===== src/design/ssk_pkg.sv =====
// ----------------------------------------------------------------------------
// ssk_pkg
// Shared constants, payload types, state encoding and controller links for
// the exhaustive subset knapsack search block.
// ----------------------------------------------------------------------------
package ssk_pkg;

  // store depth and derived widths
  localparam int MAX_ITEMS = 10;
  localparam int IDX_W     = $clog2(MAX_ITEMS);
  localparam int CNT_W     = $clog2(MAX_ITEMS + 1);

  // field widths
  localparam int VAL_W    = 16;
  localparam int SUM_W    = 20;
  localparam int CHOICE_W = 10;

  // configuration port
  localparam int CFG_AW    = 3;
  localparam int CFG_DW    = 32;
  localparam int REG_IDX_W = CFG_AW - 2;
  localparam logic [REG_IDX_W-1:0] REG_CAPACITY = REG_IDX_W'(0);

  typedef struct packed {
    logic [VAL_W-1:0] item_value;
    logic [VAL_W-1:0] item_weight;
    logic             last_item;
  } item_t;

  typedef struct packed {
    logic [SUM_W-1:0]    best_value;
    logic [SUM_W-1:0]    best_weight;
    logic [CHOICE_W-1:0] chosen_mask;
    logic                items_dropped;
  } result_t;

  typedef enum logic [2:0] {
    S_IDLE,
    S_INIT,
    S_SEARCH,
    S_FLUSH,
    S_EMIT
  } state_t;

  // controller to datapath
  typedef struct packed {
    logic load;
    logic init;
    logic step;
    logic emit;
  } ctrl_cmd_t;

  // datapath to controller
  typedef struct packed {
    logic empty;
    logic step_last;
  } dp_stat_t;

endpackage


===== src/design/ssk_cfg.sv =====
// ----------------------------------------------------------------------------
// ssk_cfg
// APB register file holding the knapsack capacity.
// ----------------------------------------------------------------------------
module ssk_cfg (
  input  logic                        clk,
  input  logic                        rst_n,
  input  logic                        cfg_psel,
  input  logic                        cfg_penable,
  input  logic                        cfg_pwrite,
  input  logic [ssk_pkg::CFG_AW-1:0]  cfg_paddr,
  input  logic [ssk_pkg::CFG_DW-1:0]  cfg_pwdata,
  output logic [ssk_pkg::CFG_DW-1:0]  cfg_prdata,
  output logic                        cfg_pready,
  output logic [ssk_pkg::SUM_W-1:0]   capacity
);

  logic [ssk_pkg::SUM_W-1:0]     capacity_r;
  logic [ssk_pkg::REG_IDX_W-1:0] reg_idx;
  logic                          wr_en;

  assign reg_idx = cfg_paddr[ssk_pkg::CFG_AW-1:2];
  assign wr_en   = cfg_psel && cfg_penable && cfg_pwrite && cfg_pready;

  // capacity register; writes to other addresses are dropped
  always_ff @(posedge clk) begin
    if (!rst_n) begin
      capacity_r <= '0;
    end else if (wr_en && reg_idx == ssk_pkg::REG_CAPACITY) begin
      capacity_r <= cfg_pwdata[ssk_pkg::SUM_W-1:0];
    end
  end

  // read mux
  always_comb begin
    cfg_prdata = '0;
    unique case (reg_idx)
      ssk_pkg::REG_CAPACITY: cfg_prdata = ssk_pkg::CFG_DW'(capacity_r);
      default:               cfg_prdata = '0;
    endcase
  end

  assign cfg_pready = 1'b1;
  assign capacity   = capacity_r;

endmodule


===== src/design/ssk_ctrl.sv =====
// ----------------------------------------------------------------------------
// ssk_ctrl
// Sequencer: loads items, then runs the subset walk, flush and result issue.
// ----------------------------------------------------------------------------
module ssk_ctrl (
  input  logic               clk,
  input  logic               rst_n,
  input  logic               start,
  input  logic               last_item,
  input  ssk_pkg::dp_stat_t  stat,
  output ssk_pkg::ctrl_cmd_t cmd,
  output logic               busy
);

  ssk_pkg::state_t state_r, state_nxt;

  always_ff @(posedge clk) begin
    if (!rst_n) begin
      state_r <= ssk_pkg::S_IDLE;
    end else begin
      state_r <= state_nxt;
    end
  end

  // next state and commands
  always_comb begin
    state_nxt = state_r;
    cmd       = '0;
    busy      = 1'b1;
    unique case (state_r)
      ssk_pkg::S_IDLE: begin
        busy = 1'b0;
        if (start) begin
          cmd.load = 1'b1;
          if (last_item) begin
            state_nxt = ssk_pkg::S_INIT;
          end
        end
      end
      ssk_pkg::S_INIT: begin
        cmd.init  = 1'b1;
        state_nxt = stat.empty ? ssk_pkg::S_EMIT : ssk_pkg::S_SEARCH;
      end
      ssk_pkg::S_SEARCH: begin
        cmd.step = 1'b1;
        if (stat.step_last) begin
          state_nxt = ssk_pkg::S_FLUSH;
        end
      end
      // last candidate is compared here
      ssk_pkg::S_FLUSH: begin
        state_nxt = ssk_pkg::S_EMIT;
      end
      ssk_pkg::S_EMIT: begin
        cmd.emit  = 1'b1;
        state_nxt = ssk_pkg::S_IDLE;
      end
      default: begin
        state_nxt = ssk_pkg::S_IDLE;
      end
    endcase
  end

endmodule


===== src/design/ssk_dp.sv =====
// ----------------------------------------------------------------------------
// ssk_dp
// Item store, Gray-order subset accumulator, best-subset tracker and result
// register.
// ----------------------------------------------------------------------------
module ssk_dp (
  input  logic                       clk,
  input  logic                       rst_n,
  input  ssk_pkg::ctrl_cmd_t         cmd,
  output ssk_pkg::dp_stat_t          stat,
  input  ssk_pkg::item_t             in_item,
  input  logic [ssk_pkg::SUM_W-1:0]  capacity,
  output logic                       out_valid,
  output ssk_pkg::result_t           out_result
);

  localparam int N = ssk_pkg::MAX_ITEMS;

  // item store
  logic [ssk_pkg::VAL_W-1:0] val_mem_r [N];
  logic [ssk_pkg::VAL_W-1:0] wgt_mem_r [N];
  logic [ssk_pkg::CNT_W-1:0] items_held_r;
  logic                      overflow_r;
  logic                      has_room;

  // walk state
  logic [N-1:0]              k_r;
  logic [N-1:0]              gray_r;
  logic [ssk_pkg::SUM_W-1:0] sum_v_r, sum_w_r;
  logic                      cand_vld_r;
  logic [ssk_pkg::IDX_W-1:0] flip_idx;
  logic [ssk_pkg::VAL_W-1:0] flip_val, flip_wgt;
  logic                      flip_out;
  logic [N:0]                lim;

  // best so far
  logic [ssk_pkg::SUM_W-1:0] best_v_r, best_w_r;
  logic [N-1:0]              best_mask_r;
  logic                      fits, better;

  ssk_pkg::result_t out_result_r;
  logic             out_valid_r;

  assign has_room = items_held_r < ssk_pkg::CNT_W'(N);

  // item writes
  always_ff @(posedge clk) begin
    if (cmd.load && has_room) begin
      val_mem_r[items_held_r[ssk_pkg::IDX_W-1:0]] <= in_item.item_value;
      wgt_mem_r[items_held_r[ssk_pkg::IDX_W-1:0]] <= in_item.item_weight;
    end
  end

  // fill count and overflow flag, cleared once the result goes out
  always_ff @(posedge clk) begin
    if (!rst_n) begin
      items_held_r <= '0;
      overflow_r   <= 1'b0;
    end else if (cmd.emit) begin
      items_held_r <= '0;
      overflow_r   <= 1'b0;
    end else if (cmd.load) begin
      if (has_room) begin
        items_held_r <= items_held_r + ssk_pkg::CNT_W'(1);
      end else begin
        overflow_r <= 1'b1;
      end
    end
  end

  // lowest set bit of the step count picks the item that toggles
  always_comb begin
    flip_idx = '0;
    for (int i = N - 1; i >= 0; i--) begin
      if (k_r[i]) begin
        flip_idx = ssk_pkg::IDX_W'(i);
      end
    end
  end

  assign flip_val = val_mem_r[flip_idx];
  assign flip_wgt = wgt_mem_r[flip_idx];
  assign flip_out = gray_r[flip_idx];

  // status: last step when k reaches 2^n - 1
  assign lim            = (N + 1)'(1) << items_held_r;
  assign stat.step_last = ({1'b0, k_r} == lim - (N + 1)'(1));
  assign stat.empty     = (items_held_r == '0);

  // one subset per cycle: add or remove a single item
  always_ff @(posedge clk) begin
    if (cmd.init) begin
      k_r     <= N'(1);
      gray_r  <= '0;
      sum_v_r <= '0;
      sum_w_r <= '0;
    end else if (cmd.step) begin
      k_r    <= k_r + N'(1);
      gray_r <= gray_r ^ (N'(1) << flip_idx);
      if (flip_out) begin
        sum_v_r <= sum_v_r - ssk_pkg::SUM_W'(flip_val);
        sum_w_r <= sum_w_r - ssk_pkg::SUM_W'(flip_wgt);
      end else begin
        sum_v_r <= sum_v_r + ssk_pkg::SUM_W'(flip_val);
        sum_w_r <= sum_w_r + ssk_pkg::SUM_W'(flip_wgt);
      end
    end
  end

  always_ff @(posedge clk) begin
    if (!rst_n) begin
      cand_vld_r <= 1'b0;
    end else begin
      cand_vld_r <= cmd.step;
    end
  end

  // walk order is not ascending, so ties go to the lower mask
  assign fits   = (sum_w_r <= capacity);
  assign better = (sum_v_r > best_v_r) ||
                  ((sum_v_r == best_v_r) && (gray_r < best_mask_r));

  // empty subset always fits and seeds the best
  always_ff @(posedge clk) begin
    if (cmd.init) begin
      best_v_r    <= '0;
      best_w_r    <= '0;
      best_mask_r <= '0;
    end else if (cand_vld_r && fits && better) begin
      best_v_r    <= sum_v_r;
      best_w_r    <= sum_w_r;
      best_mask_r <= gray_r;
    end
  end

  // result register, strobed for one cycle
  always_ff @(posedge clk) begin
    if (cmd.emit) begin
      out_result_r.best_value    <= best_v_r;
      out_result_r.best_weight   <= best_w_r;
      out_result_r.chosen_mask   <= ssk_pkg::CHOICE_W'(best_mask_r);
      out_result_r.items_dropped <= overflow_r;
    end
  end

  always_ff @(posedge clk) begin
    if (!rst_n) begin
      out_valid_r <= 1'b0;
    end else begin
      out_valid_r <= cmd.emit;
    end
  end

  assign out_valid  = out_valid_r;
  assign out_result = out_result_r;

endmodule


===== src/design/subset_knapsack_search_top.sv =====
// ----------------------------------------------------------------------------
// subset_knapsack_search_top
// Exhaustive 0/1 knapsack search over a small store of items.
// ----------------------------------------------------------------------------
// Items are taken one per cycle while busy is low (start high transfers one);
// up to MAX_ITEMS (10) are kept and further ones are dropped and flagged.
// The transfer marked last_item raises busy and starts the search, which walks
// all 2^n subsets of the n stored items in Gray-code order through one
// add/subtract pair and one compare, one subset per cycle. The single result
// appears on out_result with out_valid high for exactly one cycle; it cannot
// be stalled and must be taken in that cycle. busy drops in the same cycle,
// and the store is empty again for the next set. Capacity is set over the APB
// port, by the user only while the block is idle; the block itself does not
// enforce this.
module subset_knapsack_search_top (
  input  logic                       clk,
  input  logic                       rst_n,
  // item channel
  input  logic                       start,
  output logic                       busy,
  input  ssk_pkg::item_t             in_item,
  // result channel
  output logic                       out_valid,
  output ssk_pkg::result_t           out_result,
  // configuration
  input  logic                       cfg_psel,
  input  logic                       cfg_penable,
  input  logic                       cfg_pwrite,
  input  logic [ssk_pkg::CFG_AW-1:0] cfg_paddr,
  input  logic [ssk_pkg::CFG_DW-1:0] cfg_pwdata,
  output logic [ssk_pkg::CFG_DW-1:0] cfg_prdata,
  output logic                       cfg_pready
);

  ssk_pkg::ctrl_cmd_t        cmd;
  ssk_pkg::dp_stat_t         stat;
  logic [ssk_pkg::SUM_W-1:0] capacity;

  ssk_cfg u_cfg (
    .clk         (clk),
    .rst_n       (rst_n),
    .cfg_psel    (cfg_psel),
    .cfg_penable (cfg_penable),
    .cfg_pwrite  (cfg_pwrite),
    .cfg_paddr   (cfg_paddr),
    .cfg_pwdata  (cfg_pwdata),
    .cfg_prdata  (cfg_prdata),
    .cfg_pready  (cfg_pready),
    .capacity    (capacity)
  );

  ssk_ctrl u_ctrl (
    .clk       (clk),
    .rst_n     (rst_n),
    .start     (start),
    .last_item (in_item.last_item),
    .stat      (stat),
    .cmd       (cmd),
    .busy      (busy)
  );

  ssk_dp u_dp (
    .clk        (clk),
    .rst_n      (rst_n),
    .cmd        (cmd),
    .stat       (stat),
    .in_item    (in_item),
    .capacity   (capacity),
    .out_valid  (out_valid),
    .out_result (out_result)
  );

endmodule


===== config.mk =====
export PLATFORM = sky130hd
export DESIGN_NAME = subset_knapsack_search_top
export DESIGN_NICKNAME = d
export VERILOG_FILES = /design/src/design/ssk_pkg.sv /design/src/design/ssk_cfg.sv /design/src/design/ssk_ctrl.sv /design/src/design/ssk_dp.sv /design/src/design/subset_knapsack_search_top.sv
export SDC_FILE = /design/constraint.sdc
export NUM_CORES = 1
export LEC_CHECK = 0
export BUFFER_PORTS_ARGS = -buffer_cell sky130_fd_sc_hd__buf_2
export CORE_MARGIN = 8
export CORE_UTILIZATION = 65
export CTS_BUF_LIST = sky130_fd_sc_hd__clkbuf_4
export CTS_CLUSTER_DIAMETER = 50
export DETAILED_ROUTE_END_ITERATION = 12
export HOLD_SLACK_MARGIN = 0.06
export PLACE_DENSITY = 0.84
export SLEW_MARGIN = 20
export SYNTH_ARGS = -nofsm -noshare
export SYNTH_HDL_FRONTEND = slang
export SYNTH_HIERARCHICAL = 1
export SYNTH_SLANG_ARGS = --single-unit

===== constraint.sdc =====
create_clock -name clk -period 11 [get_ports clk]
set_clock_uncertainty 0.2 [all_clocks]
set_input_delay 1.1 -clock clk [delete_from_list [all_inputs] [get_ports clk]]
set_output_delay 1.1 -clock clk [all_outputs]
set_load 0.1 [all_outputs]

==> flow_metrics.env, run 1 <==
export IMPL_start_util_pct=65.3
export IMPL_drt_iter0_markers=1550
export IMPL_tightest_slew_ns=1.07
export IMPL_setup_ws_ns=3.91
export IMPL_fin_util_pct=72.5
export IMPL_preCtsSetupSlack_ns=4.05
export IMPL_place_gp_congestion=0.849
export IMPL_synth_edf_count=371
export IMPL_dr_total_vias=16297
export IMPL_ir_drop_v=0.000108
export IMPL_grt_max_degree=106
export IMPL_status="finished, final reports clean"
export IMPL_dr_pass1_iters=5
export IMPL_final_max_slew_viol_count=0
export IMPL_setup_viol=0
export IMPL_synth_area_um2=23600
export IMPL_period_needed_ns=7.09
export IMPL_drc=0
export IMPL_hold_viol=0
export IMPL_critPathTopFamily="compound AO/OA/AOI/OAI gates"
export IMPL_finalNonFillerCells=2687
export IMPL_powerDensity_nw_per_um2=220
export IMPL_cpPeakStageDelay_ns=0.77
export IMPL_grt_pass1_wl_um=85300
export IMPL_post_synth_cell_area_avg_um2=12.2
export IMPL_port_buffers=132
export IMPL_synth_flop_cell="edfxtp_1"
export IMPL_cap_viol_max_count=0
export IMPL_num_rows=70
export IMPL_fin_tns_setup_ns=0
export IMPL_fp_dieW_um=207
export IMPL_ctsResizeCount=0
export IMPL_wl_per_cell_um=20.4
export IMPL_numCtsBuffers=130
export IMPL_gr_total_overflow=0
export IMPL_core_area_um2=36200
export IMPL_viasPerCell=6.07
export IMPL_dpl_cell_count=2460
export IMPL_rsz0062_at_grt="no"
export IMPL_fp_dieH_um=207
export IMPL_ios=160
export IMPL_cts_clk_slew_worst_paths_ns=0.07
export IMPL_clockBufferDepth=3
export IMPL_path_cells="inv_1 > a221o_1 > o22ai_4 > buf_4 > a22oi_1 > a22oi_1 > nand2_1 > ha_1 > a21oi_1 > ha_1 > nor2b_1 > o31ai_1 > a211oi_1 > nor3_1 > o31ai_1 > o41ai_1 > o21ai_0 > or2_2 > mux2i_1 > mux2i_1"
export IMPL_start_kind="flip-flop"
export IMPL_drive_gt1_share_pct=18.6
export IMPL_antenna_found_initial=5
export IMPL_critPathKind="reg -> reg"
export IMPL_cts_htree_levels=4
export IMPL_hpwl_um=33500
export IMPL_power_w=0.00578
export IMPL_path_buf_inv=2
export IMPL_slew_headroom_pct=28.8
export IMPL_fp_dieArea_um2=42700
export IMPL_routed_wl_um=54800
export IMPL_postSynthCellCount=1933
export IMPL_slowest_stage="o22ai_4"
export IMPL_clock_fmax_ghz=0.141
export IMPL_syn2layout_area_growth_pct=11.0
export IMPL_clock_root_buffer="clkbuf_4"
export IMPL_required_ns=11.51
export IMPL_postRouteAntennaNets=0
export IMPL_fin_nets=2297
export IMPL_grt_usage_pct=25.6
export IMPL_path_max_fanout=41
export IMPL_cts_hold_buffers=0
export IMPL_yosys_warnings=6
export IMPL_yosysSeqAreaShare_pct=59.0
export IMPL_synth_ff_latch_count=511
export IMPL_async_reset_ff_share_pct=0
export IMPL_endpoint_kind="flip-flop"
export IMPL_arrival_ns=7.60
export IMPL_post_cts_setup_buffers=0
export IMPL_clk_latency_ns=0.83
export IMPL_tritoncts="done"
export IMPL_holdCritPathClass="reg -> reg"
export IMPL_ys_types=95
export IMPL_cts_sinks=511
export IMPL_finalCritPeriodShare_pct=64.4
export IMPL_leakagePower_nw=9.88
export IMPL_grt_pass1_vias=16388
[report_power, final]
part | internal, W | switching [W]
sequential | 0.00218 | 0.000128
clock | 0.000800 | 0.000752
combinational | 0.000800 | 0.00112
total | 0.00378 | 0.00200
[sequential cells by signal, summed over array words and instances, names as in the netlist, 4 cells and up]
signal             count
u_dp/val_mem_r       160
u_dp/best_v_r         20
u_dp/out_result       51
u_dp/k_r              10
u_dp/gray_r           10
u_dp/best_w_r         20
u_dp/sum_v_r          20
u_dp/items_held_r      4
u_dp/sum_w_r          20
u_dp/best_mask_r      10
u_cfg/capacity        20
u_dp/wgt_mem_r       160
[worst reg2reg max path: stages, from the launching register on]
cell      delay, ns
dfxtp_1        0.55
inv_1          0.17
a221o_1        0.45
o22ai_4        0.77
buf_4          0.61
a22oi_1        0.18
a22oi_1        0.42
nand2_1        0.25
ha_1           0.34
a21oi_1        0.28
ha_1           0.29
nor2b_1        0.15
o31ai_1        0.43
a211oi_1       0.18
nor3_1         0.28
o31ai_1        0.15
o41ai_1        0.44
o21ai_0        0.20
or2_2          0.30
mux2i_1        0.18
mux2i_1        0.22
[cells in the mapped netlist (5+ instances only)]
master / n / area, µm²
a21oi_1: 61 / 305
or3_1: 8 / 50.1
dfxtp_1: 140 / 2800
nor2_1: 116 / 435
a221o_1: 11 / 110
or2_2: 6 / 37.5
nor3_1: 31 / 155
xnor2_1: 46 / 403
a221oi_1: 46 / 403
nand2b_1: 10 / 62.6
nand3_1: 30 / 150
buf_4: 20 / 150
a22oi_1: 67 / 503
inv_1: 76 / 285
mux2i_1: 142 / 1420
nand4_1: 16 / 100
a211oi_1: 10 / 75.1
o31ai_1: 8 / 60.1
buf_2: 22 / 110
o211ai_1: 13 / 97.6
and3_1: 20 / 125
o21a_1: 9 / 67.6
edfxtp_1: 371 / 11100
xor2_1: 41 / 359
buf_1: 7 / 26.3
a22o_1: 5 / 43.8
clkbuf_1: 51 / 191
and2_1: 8 / 50.1
buf_6: 8 / 90.1
nor2b_1: 32 / 200
o21ai_1: 5 / 25.0
nor4_1: 5 / 31.3
a21o_1: 33 / 248
a31oi_1: 13 / 81.3
nand2_1: 222 / 833
a22oi_2: 8 / 100
o21ai_0: 28 / 140
ha_1: 97 / 1210
[placed cells by master, fill, tap and decap left out, types with 61 or more instances in the layout]
| cell type | count |
|---|---|
| nand2_1 | 222 |
| mux2i_1 | 142 |
| buf_2 | 132 |
| edfxtp_1 | 371 |
| a22oi_1 | 67 |
| inv_1 | 76 |
| ha_1 | 97 |
| clkbuf_4 | 182 |
| dfxtp_1 | 140 |
| nor2_1 | 113 |
| a21oi_1 | 61 |
[metrics by stage]
step / instance area [µm²] / hold slack, ns
floorplan: 23700 / 0.208
global placement: 24600 / 0.218
detailed placement: 24600 / 0.213
CTS: 26200 / 0.213
global route: 26200 / 0.219
finish: 26200 / 0.218
[area by class of cell]
| cell class | count | area (µm²) |
|---|---|---|
| Antenna cell | 3 | 7.51 |
| Clock buffer | 182 | 1370 |
| Clock inverter | 42 | 255 |
| Fill cell | 2346 | 9950 |
| Inverter | 77 | 289 |
| Multi-Input combinational cell | 1246 | 8920 |
| Sequential cell | 511 | 13900 |
| Tap cell | 468 | 586 |
| Timing Repair Buffer | 158 | 856 |
[cells by family after synthesis]
group	count (synthesis)	share of synthesized area (%)
mux	143	6.06
compound gates	375	12.1
other cells	2	0.0318
xor+xnor	87	3.22
simple gates	529	10.5
flops	511	59.0
buf+inv	187	3.69
fa+ha+maj	99	5.31
[final timing paths]
kind | startpoint | end | slack (ns) | cells after the start
setup reg to reg | u_dp/k_r[5] | u_dp/sum_w_r[19] | 3.91 | 20
hold reg to reg | u_dp/best_w_r[4] | u_dp/out_result[15] | 0.22 | 0
hold / removal | u_dp/best_w_r[4] | u_dp/out_result[15] | 0.22 | 0
setup / recovery | u_dp/k_r[5] | u_dp/sum_w_r[19] | 3.91 | 20
[routing by layer]
layer  part of all wire, %  track usage (%)
met1                    39             31.1
met2                    50             43.9
met3                   8.8             5.81
met4                   2.6             10.8
met5                 0.042                0
Power figures use the tool's default switching activity.
==> run 2, diff against run 1 <==
--- a/config.mk
+++ b/config.mk
@@ -7,12 +7,12 @@
 export LEC_CHECK = 0
 export BUFFER_PORTS_ARGS = -buffer_cell sky130_fd_sc_hd__buf_2
 export CORE_MARGIN = 8
-export CORE_UTILIZATION = 65
+export CORE_UTILIZATION = 63
 export CTS_BUF_LIST = sky130_fd_sc_hd__clkbuf_4
 export CTS_CLUSTER_DIAMETER = 50
 export DETAILED_ROUTE_END_ITERATION = 12
 export HOLD_SLACK_MARGIN = 0.06
-export PLACE_DENSITY = 0.84
+export PLACE_DENSITY = 0.82
 export SLEW_MARGIN = 20
 export SYNTH_ARGS = -nofsm -noshare
 export SYNTH_HDL_FRONTEND = slang
==> constraint.sdc (replaced) <==
create_clock -name clk -period 7.1 [get_ports clk]
set_clock_uncertainty 0.2 [all_clocks]
set_input_delay 0.71 -clock clk [delete_from_list [all_inputs] [get_ports clk]]
set_output_delay 0.71 -clock clk [all_outputs]
set_load 0.1 [all_outputs]
==> flow_metrics.env, run 2 (same netlist as run 1, synthesis figures left out) <==
export IMPL_hpwl_um=35200
export IMPL_path_cells="nor3_1 > a21bo_2 > a211oi_4 > buf_4 > a221oi_1 > a22oi_1 > a32oi_2 > a31oi_1 > a21oi_1 > xnor2_1 > ha_1 > a21oi_1 > nor2b_1 > a41oi_1 > nand3_1 > a31oi_1 > a21oi_1 > and3_1 > or3_1 > mux2i_1 > mux2i_1"
export IMPL_port_buffers=132
export IMPL_fp_dieH_um=210
export IMPL_powerDensity_nw_per_um2=338
export IMPL_clock_fmax_ghz=0.158
export IMPL_swShare_pct=34.1
export IMPL_preCtsSetupSlack_ns=0.858
export IMPL_cts_hold_buffers=54
export IMPL_postRouteAntennaNets=0
export IMPL_num_rows=71
export IMPL_viasPerCell=6.03
export IMPL_drive_gt1_share_pct=19.0
export IMPL_tightest_slew_ns=0.905
export IMPL_final_common_cell="edfxtp_1"
export IMPL_start_kind="flip-flop"
export IMPL_fin_nets=2370
export IMPL_fillers=2521
export IMPL_cts_sinks=511
export IMPL_rsz0062_at_grt="no"
export IMPL_fp_dieArea_um2=44000
export IMPL_dr_pass1_iters=5
export IMPL_numCtsBuffers=131
export IMPL_grt_usage_pct=24.9
export IMPL_grt_max_degree=95
export IMPL_clk_latency_ns=0.83
export IMPL_tritoncts="done"
export IMPL_post_cts_setup_buffers=0
export IMPL_syn2layout_area_growth_pct=14.2
export IMPL_status="finished, final reports clean"
export IMPL_cap_viol_max_count=0
export IMPL_critPathTopFamily="compound AO/OA/AOI/OAI gates"
export IMPL_holdCritPathClass="reg -> reg"
export IMPL_fp_dieW_um=210
export IMPL_final_cell_mix="edfxtp_1 (371), nand2_1 (222), clkbuf_4 (187), mux2i_1 (142), dfxtp_1 (140)"
export IMPL_setup_ws_ns=0.775
export IMPL_final_max_slew_viol_count=0
export IMPL_clockBufferDepth=3
export IMPL_cpPeakStageDelay_ns=0.79
export IMPL_routed_wl_um=55300
export IMPL_ir_drop_v=0.000160
export IMPL_seq_power_share_pct=39.1
export IMPL_grt_pass1_wl_um=87200
export IMPL_setup_viol=0
export IMPL_p_int_w=0.00602
export IMPL_drt_iter0_markers=1416
export IMPL_rrSetupSlack_ns=0.77
export IMPL_cts_htree_levels=4
export IMPL_p_switching_w=0.00311
export IMPL_path_common_cell="a21oi_1"
export IMPL_fin_tns_setup_ns=0
export IMPL_core_area_um2=37300
export IMPL_period_needed_ns=6.33
export IMPL_combPwrFrac_pct=33.4
export IMPL_arrival_ns=6.85
export IMPL_place_gp_congestion=0.883
export IMPL_gr_total_overflow=0
export IMPL_seq_area_um2=13900
export IMPL_antenna_found_initial=4
export IMPL_hold_viol=0
export IMPL_slew_headroom_pct=39.5
export IMPL_endpoint_kind="flip-flop"
export IMPL_wl_per_cell_um=20.0
export IMPL_ios=160
export IMPL_start_util_pct=63.3
export IMPL_path_max_fanout=23
export IMPL_cts_clk_slew_worst_paths_ns=0.06
export IMPL_slowest_stage="a211oi_4"
export IMPL_hold_ws_ns=0.213
export IMPL_leakagePower_nw=10.2
export IMPL_clock_power_share_pct=27.5
export IMPL_grt_pass1_vias=16778
export IMPL_clock_root_buffer="clkbuf_4"
export IMPL_critPathKind="reg -> reg"
export IMPL_dr_total_vias=16685
export IMPL_finalCritPeriodShare_pct=89.1
export IMPL_drc=0
export IMPL_path_buf_inv=1
export IMPL_ctsResizeCount=0
export IMPL_required_ns=7.63
export IMPL_multi_input_comb_area_um2=8920
[run 2: through the flow]
stage,area (µm²),util [%],instances,total power (W)
after CTS,27000,72.3,2764,0.00914
after global routing,27000,72.3,2766,0.00968
after global placement,24800,66.3,2484,0.00646
after detailed placement,24800,66.3,2484,0.00659
final,27000,72.3,2767,0.00913
after floorplan,23700,-,1944,0.00590
[run 2: power groups by stage]
| stage | sequential [W] | combinational [W] | clock [W] |
|---|---|---|---|
| 2_1_floorplan | 0.00357 | 0.00232 | 0 |
| 3_3_place_gp | 0.00362 | 0.00284 | 0 |
| 3_5_place_dp | 0.00363 | 0.00296 | 0 |
| 4_1_cts | 0.00357 | 0.00301 | 0.00257 |
| 5_1_grt | 0.00359 | 0.00335 | 0.00274 |
| 6_report | 0.00357 | 0.00305 | 0.00251 |
[run 2: final timing paths]
kind | startpoint | end | cells past startpoint
max | u_dp/k_r[4] | u_dp/sum_v_r[19] | 21
min | u_dp/best_w_r[17] | u_dp/out_result[28] | 0
max reg2reg | u_dp/k_r[4] | u_dp/sum_v_r[19] | 21
min reg2reg | u_dp/best_w_r[17] | u_dp/out_result[28] | 0
[run 2: layer usage]
metal	GRT usage (%)	up-vias	wire, µm
met4	11.9	2	1860
met2	41.6	759	27000
li1	-	7808	-
met3	5.88	155	4310
met5	0	-	10
met1	30.3	7961	22200
[run 2: cell type report]
type,count,share of cell area [%]
well taps,474,2.20
diodes,3,0.0278
multi-input cells,1246,33.1
flip-flops and latches,511,51.7
clock buffers,187,5.20
inverters,77,1.07
clock inverters,39,1.05
repair buffers,230,5.72
==> run 3, diff against run 2 <==
--- a/config.mk
+++ b/config.mk
@@ -5,14 +5,15 @@
 export SDC_FILE = /design/constraint.sdc
 export NUM_CORES = 1
 export LEC_CHECK = 0
-export BUFFER_PORTS_ARGS = -buffer_cell sky130_fd_sc_hd__buf_2
 export CORE_MARGIN = 8
-export CORE_UTILIZATION = 63
+export CORE_UTILIZATION = 65
 export CTS_BUF_LIST = sky130_fd_sc_hd__clkbuf_4
 export CTS_CLUSTER_DIAMETER = 50
 export DETAILED_ROUTE_END_ITERATION = 12
+export DONT_BUFFER_PORTS = 1
 export HOLD_SLACK_MARGIN = 0.06
-export PLACE_DENSITY = 0.82
+export PLACE_DENSITY = 0.8
+export RECOVER_POWER = 50
 export SLEW_MARGIN = 20
 export SYNTH_ARGS = -nofsm -noshare
 export SYNTH_HDL_FRONTEND = slang
==> flow_metrics.env, run 3 (same netlist as run 1, synthesis figures left out) <==
export IMPL_status="finished, violations left"
export IMPL_violations="max-capacitance violations, max-slew violations"
export IMPL_wl_per_cell_um=21.5
export IMPL_tightest_slew_ns=3.18
export IMPL_crit_reg2reg_capture="u_dp/sum_w_r[19]"
export IMPL_start_util_pct=65.3
export IMPL_fp_dieArea_um2=42700
export IMPL_endpoint_kind="flip-flop"
export IMPL_r2r_start="u_dp/k_r[5]"
export IMPL_p_int_w=0.00590
export IMPL_ctsResizeCount=0
export IMPL_grt_pass1_vias=16544
export IMPL_grt_usage_pct=26.9
export IMPL_required_ns=7.65
export IMPL_arrival_ns=7.00
export IMPL_fillers=2330
export IMPL_fp_dieH_um=207
export IMPL_hpwl_um=34600
export IMPL_powerDensity_nw_per_um2=339
export IMPL_setup_viol=0
export IMPL_antenna_found_initial=5
export IMPL_dr_pass1_iters=7
export IMPL_path_max_fanout=19
export IMPL_routed_wl_um=57600
export IMPL_numCtsBuffers=135
export IMPL_min_to="u_dp/overflow_r"
export IMPL_core_area_um2=36200
export IMPL_cts_sinks=511
export IMPL_drive_gt1_share_pct=14.1
export IMPL_fin_tns_setup_ns=0
export IMPL_post_cts_setup_buffers=0
export IMPL_cts_hold_buffers=97
export IMPL_clk_latency_ns=0.85
export IMPL_ios=160
export IMPL_hold_ws_ns=0.143
export IMPL_seq_area_um2=13900
export IMPL_seq_power_share_pct=39.9
export IMPL_leakagePower_nw=9.81
export IMPL_fp_dieW_um=207
export IMPL_gr_total_overflow=0
export IMPL_swShare_pct=34.9
export IMPL_final_max_slew_viol_count=151
export IMPL_rsz0062_at_grt="no"
export IMPL_grt_pass1_wl_um=88600
export IMPL_holdCritPathClass="in -> reg"
export IMPL_cts_htree_levels=4
export IMPL_slew_headroom_pct=-112
export IMPL_critPathKind="reg -> reg"
export IMPL_place_gp_congestion=0.888
export IMPL_power_w=0.00906
export IMPL_min_delay_path_depth=4
export IMPL_clock_root_buffer="clkbuf_4"
export IMPL_clock_fmax_ghz=0.155
export IMPL_dr_total_vias=16459
export IMPL_hp_start="start"
export IMPL_final_cell_mix="edfxtp_1 (371), nand2_1 (222), clkbuf_4 (184), mux2i_1 (142), dfxtp_1 (140)"
export IMPL_drt_iter0_markers=1480
export IMPL_hold_viol=0
export IMPL_start_kind="flip-flop"
export IMPL_rrSetupSlack_ns=0.65
export IMPL_ff2ff_path_depth=19
export IMPL_tritoncts="done"
export IMPL_num_rows=70
export IMPL_clock_power_share_pct=26.8
export IMPL_fin_nets=2277
export IMPL_clockBufferDepth=3
export IMPL_cts_clk_slew_worst_paths_ns=0.07
export IMPL_period_needed_ns=6.45
export IMPL_port_buffers=0
export IMPL_postRouteAntennaNets=0
export IMPL_combPwrFrac_pct=33.3
export IMPL_multi_input_comb_area_um2=8960
export IMPL_viasPerCell=6.15
export IMPL_drc=0
export IMPL_grt_max_degree=65
export IMPL_ir_drop_v=0.000195
export IMPL_p_switching_w=0.00316
export IMPL_finalCritPeriodShare_pct=90.8
export IMPL_final_common_cell="edfxtp_1"
export IMPL_cap_viol_max_count=3
export IMPL_syn2layout_area_growth_pct=13.0
==> run 3: cell count changes in the layout (fill, tap and decap cells not counted), moves of 3 or more <==
cell,previous run,this run
buf_12,1,4
buf_2,132,0
buf_4,43,30
bufinv_16,4,1
clkbuf_1,0,3
clkbuf_4,187,184
clkinv_1,22,30
clkinv_2,5,10
dlygate4sd3_1,54,96
nor2b_1,32,12
nor2b_2,0,20
==> run 3: stage by stage <==
| stage | area [µm²] | utilization [%] | setup WS, ns | instances |
|---|---|---|---|---|
| 2_1_floorplan | 23700 | - | 1.78 | 1944 |
| 3_3_place_gp | 24100 | 66.7 | 0.995 | 2338 |
| 3_5_place_dp | 24100 | 66.7 | 0.782 | 2338 |
| 4_1_cts | 26700 | 73.9 | 0.804 | 2670 |
| 5_1_grt | 26700 | 73.8 | 0.252 | 2675 |
| 6_report | 26700 | 73.8 | 0.654 | 2675 |
==> run 3: cell type report <==
class / count / share of cell area (%)
Clock buffer: 184 / 5.17
Timing Repair Buffer: 133 / 4.78
Clock inverter: 51 / 0.951
Sequential cell: 511 / 52.2
Antenna cell: 5 / 0.0469
Tap cell: 468 / 2.19
Multi-Input combinational cell: 1246 / 33.5
Inverter: 77 / 1.09
==> run 3: power by group through the flow <==
stage | logic (W) | registers [W] | clock network (W)
floorplan | 0.00232 | 0.00357 | 0
global placement | 0.00276 | 0.00366 | 0
detailed placement | 0.00288 | 0.00367 | 0
CTS | 0.00295 | 0.00360 | 0.00248
global route | 0.00332 | 0.00362 | 0.00264
finish | 0.00301 | 0.00361 | 0.00243
==> run 3: worst max-delay path, cell delays in order, from the launching register on <==
cell	delay, ns
dfxtp_1	0.56
inv_1	0.17
a221o_1	0.45
o22ai_4	0.68
a22oi_1	0.22
a22oi_1	0.39
nand2_1	0.26
ha_1	0.34
a21oi_1	0.27
ha_1	0.29
nor2b_1	0.15
o31ai_1	0.45
a211oi_1	0.18
nor3_1	0.31
o31ai_1	0.15
o41ai_1	0.44
o21ai_0	0.21
or2_2	0.30
mux2i_1	0.18
mux2i_1	0.20
==> run 3: worst max path at each step <==
stage / from / end / slack, ns / cells past startpoint
2_1_floorplan: u_dp/k_r[2] / u_dp/sum_w_r[19] / 1.78 / 24
3_3_place_gp: u_dp/k_r[5] / u_dp/sum_w_r[19] / 0.99 / 19
3_5_place_dp: u_dp/k_r[5] / u_dp/sum_w_r[19] / 0.78 / 19
4_1_cts: u_dp/k_r[5] / u_dp/sum_w_r[19] / 0.80 / 19
5_1_grt: u_dp/k_r[5] / u_dp/sum_w_r[19] / 0.25 / 19
6_report: u_dp/k_r[5] / u_dp/sum_w_r[19] / 0.65 / 19
==> run 3: per-layer routing <==
layer	global-route usage [%]	vias up	wire length (µm)
li1	-	7609	-
met1	32.7	7886	22900
met2	45.1	798	28200
met3	6.10	166	4470
met4	12.9	0	1990
met5	0	-	0
